**config.mk**
```make
export PLATFORM = sky130hd
export DESIGN_NAME = smtrob_ctrl
export DESIGN_NICKNAME = d
export VERILOG_FILES = /design/src/rtl/smtrob_pkg.sv /design/src/rtl/smtrob_ctrl.sv
export SDC_FILE = /design/constraint.sdc
export NUM_CORES = 1
export LEC_CHECK = 0
export BUFFER_PORTS_ARGS = -buffer_cell sky130_fd_sc_hd__buf_2
export CORE_AREA = 8 8 45 47
export DETAILED_ROUTE_END_ITERATION = 16
export DIE_AREA = 0 0 53 55
export SYNTH_ARGS = -nofsm -noshare
export SYNTH_HDL_FRONTEND = slang
export SYNTH_SLANG_ARGS = --single-unit
```
**constraint.sdc**
```tcl
create_clock -name clk -period 1.5 [get_ports clk]
set_clock_uncertainty 0.05 [all_clocks]
set_input_delay 0.15 -clock clk [delete_from_list [all_inputs] [get_ports clk]]
set_output_delay 0.15 -clock clk [all_outputs]
set_load 0.02 [all_outputs]
```
**src/rtl/smtrob_pkg.sv**
```systemverilog
// Shared types, constants and helpers for the SMT reorder-buffer manager.
// No dependencies; imported by every module of the block.
package smtrob_pkg;

  localparam int THREADS        = 4;
  localparam int MAX_PER_THREAD = 64;
  localparam int SLOTS          = THREADS * MAX_PER_THREAD;
  localparam int SLOT_W         = $clog2(SLOTS);
  localparam int TID_W          = 2;
  localparam int TAG_W          = 16;
  localparam int CNT_W          = 9;
  localparam int EPT_W          = 7;
  localparam int OP_W           = 3;
  localparam int ST_W           = 2;
  localparam int IDX_W          = 8;

  localparam logic [OP_W-1:0] OP_ENQ      = 3'd0;
  localparam logic [OP_W-1:0] OP_REM_HEAD = 3'd1;
  localparam logic [OP_W-1:0] OP_REM_TAIL = 3'd2;
  localparam logic [OP_W-1:0] OP_RD_HEAD  = 3'd3;
  localparam logic [OP_W-1:0] OP_RD_TAIL  = 3'd4;
  localparam logic [OP_W-1:0] OP_RD_NTH   = 3'd5;

  localparam logic [ST_W-1:0] ST_OK    = 2'd0;
  localparam logic [ST_W-1:0] ST_FULL  = 2'd1;
  localparam logic [ST_W-1:0] ST_EMPTY = 2'd2;
  localparam logic [ST_W-1:0] ST_RANGE = 2'd3;

  localparam logic CFG_MODE = 1'b0;
  localparam logic CFG_EPT  = 1'b1;

  localparam logic [EPT_W-1:0] EPT_RESET = 7'd64;

  typedef enum logic [2:0] {
    S_IDLE, S_EXEC, S_CAP, S_WALK, S_TRIM, S_OWN, S_FIN
  } state_t;

  typedef struct packed {
    logic take;
    logic exec;
    logic cap;
    logic walk;
    logic trim;
    logic own;
    logic fin;
  } ctl_cmd_t;

  typedef struct packed {
    logic mode;
    logic walk_req;
    logic walk_done;
    logic trim_done;
    logic out_free;
  } ctl_sts_t;

  function automatic logic [EPT_W-1:0] eff_size(input logic [EPT_W-1:0] v);
    logic [EPT_W-1:0] r;
    r = v;
    if (v == '0) r = EPT_W'(1);
    if (v > EPT_W'(MAX_PER_THREAD)) r = EPT_W'(MAX_PER_THREAD);
    return r;
  endfunction

endpackage

```
**src/rtl/smtrob_ctrl.sv**
```systemverilog
// Sequencer for the reorder-buffer manager: steps one item through its phases.
// Depends on smtrob_pkg; drives smtrob_dp through ctl_cmd_t.
module smtrob_ctrl import smtrob_pkg::*; (
  input  logic     clk,
  input  logic     rst,
  input  logic     in_valid,
  input  ctl_sts_t sts,
  output logic     in_ready,
  output ctl_cmd_t cmd
);

  state_t state, state_next;

  always_ff @(posedge clk) begin
    if (rst) begin
      state <= S_IDLE;
    end else begin
      state <= state_next;
    end
  end

  always_comb begin
    state_next = state;
    unique case (state)
      S_IDLE: if (in_valid) state_next = S_EXEC;
      S_EXEC: begin
        if (!sts.mode) state_next = S_CAP;
        else if (sts.walk_req) state_next = S_WALK;
        else state_next = S_TRIM;
      end
      S_CAP:  state_next = S_FIN;
      S_WALK: if (sts.walk_done) state_next = S_TRIM;
      S_TRIM: if (sts.trim_done) state_next = S_OWN;
      S_OWN:  state_next = S_FIN;
      S_FIN:  if (sts.out_free) state_next = S_IDLE;
      default: state_next = S_IDLE;
    endcase
  end

  always_comb begin
    cmd      = '0;
    in_ready = 1'b0;
    unique case (state)
      S_IDLE: begin
        in_ready = 1'b1;
        cmd.take = in_valid;
      end
      S_EXEC: cmd.exec = 1'b1;
      S_CAP:  cmd.cap  = 1'b1;
      S_WALK: cmd.walk = 1'b1;
      S_TRIM: cmd.trim = 1'b1;
      S_OWN:  cmd.own  = 1'b1;
      S_FIN:  cmd.fin  = sts.out_free;
      default: cmd = '0;
    endcase
  end

endmodule

```
# After elaboration in Yosys (flattened, before gate mapping)
# Cells that the tools add are included.
dict set report word_totals {
  reg_bits 3
  inputBits 8
  wordCells 29
}
dict set report op_classes {
  eq_ne 10
  muxes 15
  n_reduce_logical 3
}
# op count
set ops {}
lappend ops {{3-bit two-way mux} 6}
lappend ops {{3-bit one-hot mux with 6 select lines} 1}
lappend ops {{3-bit == test, second input constant} 3}
lappend ops {{1-bit two-way mux} 8}
lappend ops {{2-bit inequality test, second input constant} 4}
lappend ops {{3-bit by 2-bit == test with 1-bit output, second input constant} 2}
lappend ops {{4-bit AND reduction} 1}
lappend ops {{3-bit by 1-bit == test with 1-bit output, second input constant} 1}
lappend ops {{3-bit logical NOT} 1}
lappend ops {{2-bit OR reduction} 1}

# Logic depth before layout (Yosys ltp)
# Gate-level depths: netlist of run 1.
dict set report depth {
  depth_word 3
  mapped_depth 5
}

# Least setup slack after synthesis of run 1
# OpenSTA, ideal clock, no wires.
dict set report synth_path {
  kind {register to output}
  from {reg state[1]}
  to {out cmd[6] (netlist bit)}
  t_arrival_ps 1351
  setup_slack_ps -51
  stages_incl_launch_ff 4
  path_cell_list {dfxtp_1 -> clkbuf_1 -> nor3_1 -> and2_1}
}
# element line_no
set synth_rtl {}
lappend synth_rtl {{start, declared} smtrob_ctrl.sv:12} ;# state_t state, state_next;
lappend synth_rtl {{start signal, assigned} smtrob_ctrl.sv:18} ;# state <= state_next;
lappend synth_rtl {{end, declared} smtrob_ctrl.sv:9} ;# output ctl_cmd_t cmd

==> flow_metrics.tcl, run 1 <==
set metrics [dict create \
    status "completed" \
    cts_tree "yes" \
    hold_depth 2 \
    setup_tns_ns 0 \
    top_register "state" \
    die_width_um 53 \
    grt_pass1_vias 290 \
    power_leakage_nw 0.176 \
    layout_commonest_cell "buf_2" \
    dp_hpwl_um 637 \
    r2r-end "state[2]$_SDFFE_PP0P_" \
    post_cts_buffers 0 \
    slew_headroom 0.828 \
    yosys_warnings 0 \
    arrival_ns 1.22 \
    wl_per_cell_um 11.3 \
    period_minus_slack_ns 1.42 \
    grt_max_degree 13 \
    track_usage 0.0568 \
    power.density_mw_per_mm2 2130 \
    htree_levels 1 \
    drive_gt1_frac 0.463 \
    setup_viol_count_final 0 \
    netlist_instances 35 \
    drtAntennaViolNets 0 \
    synth-seq-cells 3 \
    drtIter0Drc 6 \
    worst-r2r-setup-slack_ns 0.17 \
    design_area_um2 395 \
    io_buffers 15 \
    clock_latency_ns 0.24 \
    whs_endpoint "state[1]$_SDFFE_PP0P_" \
    cts_buffer_depth 2 \
    final_cell_mix "buf_2, nor2_1" \
    rows 14 \
    reg_top3 "state x3" \
    grt_antenna_before_repair 0 \
    io_pins 16 \
    min_from "rst" \
    slew_violations 0 \
    path_class "flip-flop to output port" \
    rr_startpoint "state[2]$_SDFFE_PP0P_" \
    cts_root_buffer "clkbuf_4" \
    cts_sinks 3 \
    rr_worst_depth 4 \
    tightest_slew_ns 0.258 \
    syn_nets 43 \
    required_ns 1.30 \
    start_util 0.195 \
    hold_path.class "primary input to flip-flop" \
    gp_congestion 0.790 \
    routed-via-count 322 \
    hold_viol 0 \
    core-area_mm2 0.00138 \
    largest_reg_flops 3 \
    holdBufCountCts 0 \
    fin_crit_sh 0.949 \
    synth_top_area_share 0.222 \
    synth.area.top_cells "dfxtp_1, buf_6, nor3b_1, nor2_1, nand2_1" \
    fp.dieH_um 55 \
    regArea_um2 62.6 \
    max_freq_ghz 0.702 \
    yosysSeqAreaShare 0.222 \
    nFillCells 158 \
    startpoint_type "flip-flop" \
    die_area_mm2 0.00292 \
    path_clk_slew_ns 0.04 \
    overflow 0 \
    avgSynthCellArea_um2 7.72 \
    dpl_cell_area_um2 367 \
    critPathCaptureType "output port" \
    netlist_area_um2 270 \
    fin_nets 63 \
    cts-buffers-inserted 3 \
    cap_violations 0 \
    area_growth_pct 46.3 \
    critPathMaxFanout 9 \
    grt_pass1_wl_mm 1.16 \
    synthDistinctLibCells 23 \
    n_antenna_cell 0 \
    multi_input_area_um2 189 \
    rsz0062_at_grt "false" \
    routed_wl_um 789 \
    drc_errors 0 \
    synth_largest_area_cell "dfxtp_1" \
    max-vdd-ir-drop_uv 841 \
    firstDrtPassIters 4 \
    viasPerCell 4.60 \
]
-- final cells by class --
| type | count | share of cell area |
|---|---|---|
| tap | 16 | 0.0506 |
| timing repair buffer | 18 | 0.247 |
| multi-input combinational | 29 | 0.478 |
| clock buffer | 4 | 0.0665 |
| sequential | 3 | 0.158 |
-- worst max-delay path: stages (launching register included) --
cell,delay (ns)
dfxtp_1,0.37
buf_4,0.18
nor3b_1,0.22
buf_2,0.21
-- synthesized netlist by cell type (all sizes together) --
library cell / number
dfxtp: 3
a21bo: 1
nor4: 1
and3b: 1
buf: 2
nor2: 5
nor4bb: 1
a31oi: 1
a311oi: 1
a211oi: 1
clkbuf: 1
and2: 1
o21bai: 1
o21ai: 1
nor3: 1
nand3: 1
nand2b: 1
nand4bb: 1
nand2: 3
o31a: 1
nor3b: 3
nand3b: 1
a21oi: 2
-- metal layers --
layer | GRT usage | vias up | wire length, um
li1 | - | 168 | -
met1 | 0.0409 | 144 | 292
met2 | 0.0898 | 10 | 391
met3 | 0.0588 | 0 | 105
met4 | 0.0388 | 0 | 0
met5 | 0 | - | 0
-- power by group --
part | total (mW) | switching [mW] | internal [mW] | leakage [nW]
Clock | 0.142 | 0.0424 | 0.0997 | 0.0150
Sequential | 0.205 | 0.0825 | 0.123 | 0.0254
Combinational | 0.496 | 0.270 | 0.226 | 0.136
Total | 0.844 | 0.395 | 0.449 | 0.176
-- through the flow --
stage	std cells	worst slack, ns	util	power [mW]	hold slack [ns]
5_1_grt	70	0.00449	0.286	0.907	0.0670
4_1_cts	70	0.0571	0.285	0.852	0.0610
2_1_floorplan	35	0.145	-	0.571	0.169
6_report	70	0.0764	0.286	0.844	0.0662
3_3_place_gp	66	0.169	0.265	0.696	0.310
3_5_place_dp	66	0.138	0.265	0.699	0.316
-- cells by family after synthesis --
kind of cell    after synthesis  synth area share
simple gates                 20             0.444
compound gates                9             0.236
flops                         3             0.222
buf+inv                       3            0.0972
-- what timing repair did --
item                                    4_1_cts  5_1_grt
hold endpoints to repair                      0        0
cloned                                        0        0
endpoints found under the setup margin        1        1
gates resized for setup                       1        1
-- worst max-delay path by stage --
stage / start / end / slack (ns) / cells after the start
floorplan: state[0]$_SDFFE_PP0P_ / state[1]$_SDFFE_PP0P_ / 0.15 / 4
global placement: state[0]$_SDFFE_PP0P_ / state[2]$_SDFFE_PP0P_ / 0.17 / 4
finish: state[2]$_SDFFE_PP0P_ / cmd[4] / 0.08 / 3
global route: state[2]$_SDFFE_PP0P_ / cmd[4] / 0.004 / 3
CTS: state[2]$_SDFFE_PP0P_ / cmd[4] / 0.06 / 3
detailed placement: state[0]$_SDFFE_PP0P_ / state[2]$_SDFFE_PP0P_ / 0.14 / 4
(Power assumes the default switching activity.)
==> run 2, diff against run 1 <==
- RECOVER_POWER: unset -> 25
==> run 2 against run 1 <==
Combinational power shrank 1%. Total power is 0.80% lower. Critical path depth stayed put. Register-to-register slack about the same. Fmax unchanged. Design area fell by 0.63%. Non-clock buffer count unchanged. Count of clock-buffer cells in the layout is the same. Via count unchanged. Wire length rose by 0.25%. Critical endpoint unchanged.
==> flow_metrics.tcl, run 2 (synthesized netlist as in run 1, its figures left out) <==
set metrics [dict create \
    grt_max_degree 13 \
    worst_slack_ns 0.0764 \
    cp_top_family "buffers and inverters" \
    grt_pass1_wl_mm 1.16 \
    worst-r2r-setup-slack_ns 0.17 \
    reg_top3 "state x3" \
    worst-path-stages 3 \
    power_leakage_nw 0.170 \
    hold_path.class "primary input to flip-flop" \
    place_inst 66 \
    cts_sinks 3 \
    overflow 0 \
    routed-via-count 322 \
    whs_ns 0.0662 \
    tightest_slew_ns 0.258 \
    whs_endpoint "state[1]$_SDFFE_PP0P_" \
    grt_antenna_before_repair 0 \
    cts_tree "yes" \
    r2r-end "state[2]$_SDFFE_PP0P_" \
    swShare 0.473 \
    critPathMaxFanout 9 \
    startpoint_type "flip-flop" \
    switchingPower_mw 0.396 \
    core-area_mm2 0.00138 \
    max_stage_delay_ns 0.37 \
    arrival_ns 1.22 \
    period_minus_slack_ns 1.42 \
    drive_gt1_frac 0.426 \
    layout_commonest_cell "buf_2" \
    track_usage 0.0568 \
    critPathBufInv 2 \
    clock_latency_ns 0.24 \
    top_register "state" \
    path_class "flip-flop to output port" \
    slew_headroom 0.828 \
    routed_wl_um 791 \
    pwr-share-comb 0.585 \
    fp.dieH_um 55 \
    power.share.clock 0.170 \
    drc_errors 0 \
    slew_violations 0 \
    die_width_um 53 \
    n_antenna_cell 0 \
    fin_cells 70 \
    rows 14 \
    hold_depth 2 \
    p_int_mw 0.441 \
    gp_congestion 0.790 \
    dp_slack_ns 0.138 \
    seqPwrFrac 0.245 \
    required_ns 1.30 \
    critPathCaptureType "output port" \
    power.density_mw_per_mm2 2130 \
    status "completed" \
    cap_violations 0 \
    wl_per_cell_um 11.3 \
    rsz0062_at_grt "false" \
    io_pins 16 \
    min_from "rst" \
    start_util 0.195 \
    fin_nets 63 \
    setup_viol_count_final 0 \
    hold_viol 0 \
    cts_buffer_depth 2 \
    p_total_mw 0.837 \
    firstDrtPassIters 4 \
    io_buffers 15 \
    rr_worst_depth 4 \
    fin_crit_sh 0.949 \
    post-route-util 0.284 \
    area_growth_pct 45.4 \
    drtAntennaViolNets 0 \
    dp_hpwl_um 637 \
    grt_pass1_vias 290 \
    path_clk_slew_ns 0.04 \
    crit_chain "buf_4, nor3b_1, buf_2" \
    die_area_mm2 0.00292 \
    largest_reg_flops 3 \
    htree_levels 1 \
    rr_startpoint "state[2]$_SDFFE_PP0P_" \
    cts-buffers-inserted 3 \
    dpl_cell_area_um2 367 \
    holdBufCountCts 0 \
    drtIter0Drc 6 \
    design_area_um2 393 \
    cts_root_buffer "clkbuf_4" \
    max_freq_ghz 0.702 \
    setup_tns_ns 0 \
    max-vdd-ir-drop_uv 841 \
    final_cell_mix "buf_2, nor2_1" \
    viasPerCell 4.60 \
    critPathSlowestCell "dfxtp_1" \
]
## run 2: cell types whose count changed in the layout (fill, tap and decap cells not counted)
cell	change
buf_2	-2
clkbuf_1	+2
## run 2: how the worst max path moves through the flow
| stage | start | end |
|---|---|---|
| finish | state[2]$_SDFFE_PP0P_ | cmd[4] |
| global route | state[2]$_SDFFE_PP0P_ | cmd[4] |
| CTS | state[2]$_SDFFE_PP0P_ | cmd[4] |
| detailed placement | state[0]$_SDFFE_PP0P_ | state[2]$_SDFFE_PP0P_ |
| global placement | state[0]$_SDFFE_PP0P_ | state[2]$_SDFFE_PP0P_ |
| floorplan | state[0]$_SDFFE_PP0P_ | state[1]$_SDFFE_PP0P_ |
## run 2: final cells by class
| class | instances | area, um^2 |
|---|---|---|
| Fill cell | 158 | 991 |
| Multi-Input combinational cell | 29 | 189 |
| Timing Repair Buffer | 18 | 95.1 |
| Sequential cell | 3 | 62.6 |
| Clock buffer | 4 | 26.3 |
| Tap cell | 16 | 20.0 |
## run 2: power groups by stage
stage / Sequential, mW / Clock, mW / Combinational, mW
after global placement: 0.194 / 0 / 0.502
final: 0.205 / 0.142 / 0.489
after global routing: 0.212 / 0.157 / 0.530
after floorplan: 0.148 / 0 / 0.423
after CTS: 0.200 / 0.148 / 0.504
after detailed placement: 0.198 / 0 / 0.501
## run 2: per-layer routing
metal | part of all wire | global-route usage | vias up
met5 | 0 | 0 | -
met4 | 0 | 0.0388 | 0
met3 | 0.13 | 0.0588 | 0
met2 | 0.49 | 0.0898 | 10
met1 | 0.37 | 0.0409 | 144
li1 | - | - | 168
## run 2: repair_timing
item / in CTS / in global routing
setup buffers: 0 / 0
setup endpoints to repair: 1 / 1
hold endpoints to repair: 0 / 0
gates resized for setup: 1 / 1
==> run 3, diff against run 2 <==
- CTS_BUF_LIST: unset -> sky130_fd_sc_hd__clkbuf_8
- RECOVER_POWER: 25 -> 100
- clock period: 1.5 -> 1.2 ns (I/O delays scaled with it)
==> run 3 against run 2 <==
Critical endpoint is now cmd[0]. The run now ends with setup timing left. Sequential power up 30%. Highest routed layer is now met4. Clock power up 110%. Via count rose by 15%. Largest power group unchanged. Sequential share of layout area down 4.2 points. Non-clock buffer count grew 9.
==> flow_metrics.tcl, run 3 (synthesized netlist as in run 1, its figures left out) <==
set metrics [dict create \
    grt_pass1_wl_mm 1.57 \
    tightest_slew_ns 0.270 \
    cts_root_buffer "clkbuf_8" \
    start_util 0.195 \
    overflow 0 \
    nFillCells 146 \
    period_minus_slack_ns 1.29 \
    whs_ns 0.0592 \
    violations "setup timing" \
    core-area_mm2 0.00138 \
    status "complete, but fails checks" \
    rsz0062_at_grt "true" \
    fin_crit_sh 1.08 \
    cts_tree "yes" \
    io_buffers 15 \
    fin_nets 72 \
    path_clk_slew_ns 0.03 \
    power.density_mw_per_mm2 2780 \
    track_usage 0.0770 \
    grt_pass1_vias 366 \
    required_ns 1.03 \
    drtAntennaViolNets 0 \
    reg_top3 "state x3" \
    dp_hpwl_um 700 \
    die_width_um 53 \
    wl_per_cell_um 12.7 \
    slew_headroom 0.818 \
    firstDrtPassIters 4 \
    setup_viol_count_final 9 \
    largest_reg_flops 3 \
    cap_violations 0 \
    path_class "flip-flop to output port" \
    hold_path.class "primary input to flip-flop" \
    grt_antenna_before_repair 0 \
    p_total_mw 1.69 \
    arrival_ns 1.12 \
    io_pins 16 \
    slew_violations 0 \
    max_freq_ghz 0.774 \
    place_inst 72 \
    htree_levels 1 \
    holdBufCountCts 0 \
    clock_latency_ns 0.22 \
    drtIter0Drc 6 \
    final_cell_mix "buf_4, buf_6, buf_2" \
    routed-via-count 371 \
    cts_buffer_depth 2 \
    routed_wl_mm 1.00 \
    worst_slack_ns -0.0921 \
    n_antenna_cell 0 \
    power_leakage_nw 0.259 \
    top_register "state" \
    die_area_mm2 0.00292 \
    area_growth_pct 125 \
    fp.dieH_um 55 \
    rows 14 \
    grt_max_degree 9 \
    startpoint_type "flip-flop" \
    cts-buffers-inserted 3 \
    cts_sinks 3 \
    critPathMaxFanout 6 \
    drive_gt1_frac 0.714 \
    gp_congestion 0.788 \
    drc_errors 0 \
    critPathCaptureType "output port" \
    fin_cells 79 \
    max-vdd-ir-drop_uv 1030 \
    viasPerCell 4.70 \
    hold_viol 0 \
]
==> run 3: area by class of cell <==
type,instances,area [um^2],area share
Multi-Input combinational cell,29,241,0.398
Sequential cell,3,71.3,0.118
Clock inverter,1,3.75,0.00619
Clock buffer,3,41.3,0.0680
Timing Repair Buffer,27,229,0.377
Tap cell,16,20.0,0.0330
==> run 3: path summary, 6_finish.rpt <==
kind	startpoint	endpoint	slack (ns)	cells past startpoint
max	state[0]$_SDFFE_PP0P_	cmd[0]	-0.09	4
min	rst	state[1]$_SDFFE_PP0P_	0.06	2
max reg2reg	state[1]$_SDFFE_PP0P_	state[1]$_SDFFE_PP0P_	-0.03	5
min reg2reg	state[1]$_SDFFE_PP0P_	state[2]$_SDFFE_PP0P_	0.61	2
==> run 3: where the power goes <==
group / internal [mW] / switching, mW
combinational: 0.631 / 0.495
sequential: 0.175 / 0.0913
clock: 0.219 / 0.0754
==> run 3: through the flow <==
step	util	setup slack, ns	TNS (ns)	instance area [um^2]
final	0.439	-0.0921	-0.427	607
after global routing	0.439	-0.148	-0.964	607
after CTS	0.398	-0.100	-0.489	551
after detailed placement	0.310	-0.0707	-0.131	429
after global placement	0.310	-0.0277	-0.0440	429
after floorplan	-	-0.106	-0.144	280
==> run 3: worst max-delay path, stage by stage, from the launching register on <==
cell and delay, ns:
dfxtp_4 0.36, nand2b_1 0.17, buf_4 0.14, nor2_2 0.11, buf_6 0.12
==> run 3: routing by layer <==
metal,track usage,vias to the layer above,part of all wire
met2,0.133,15,0.53
met3,0.0187,3,0.080
li1,-,185,-
met1,0.0682,168,0.36
met5,0,-,0
met4,0.0905,0,0.031
==> run 3: what timing repair did <==
item	in CTS	in global routing
endpoints found under the setup margin	11	11
buffers inserted	2	1
pin swaps	3	4
resized for setup	21	13
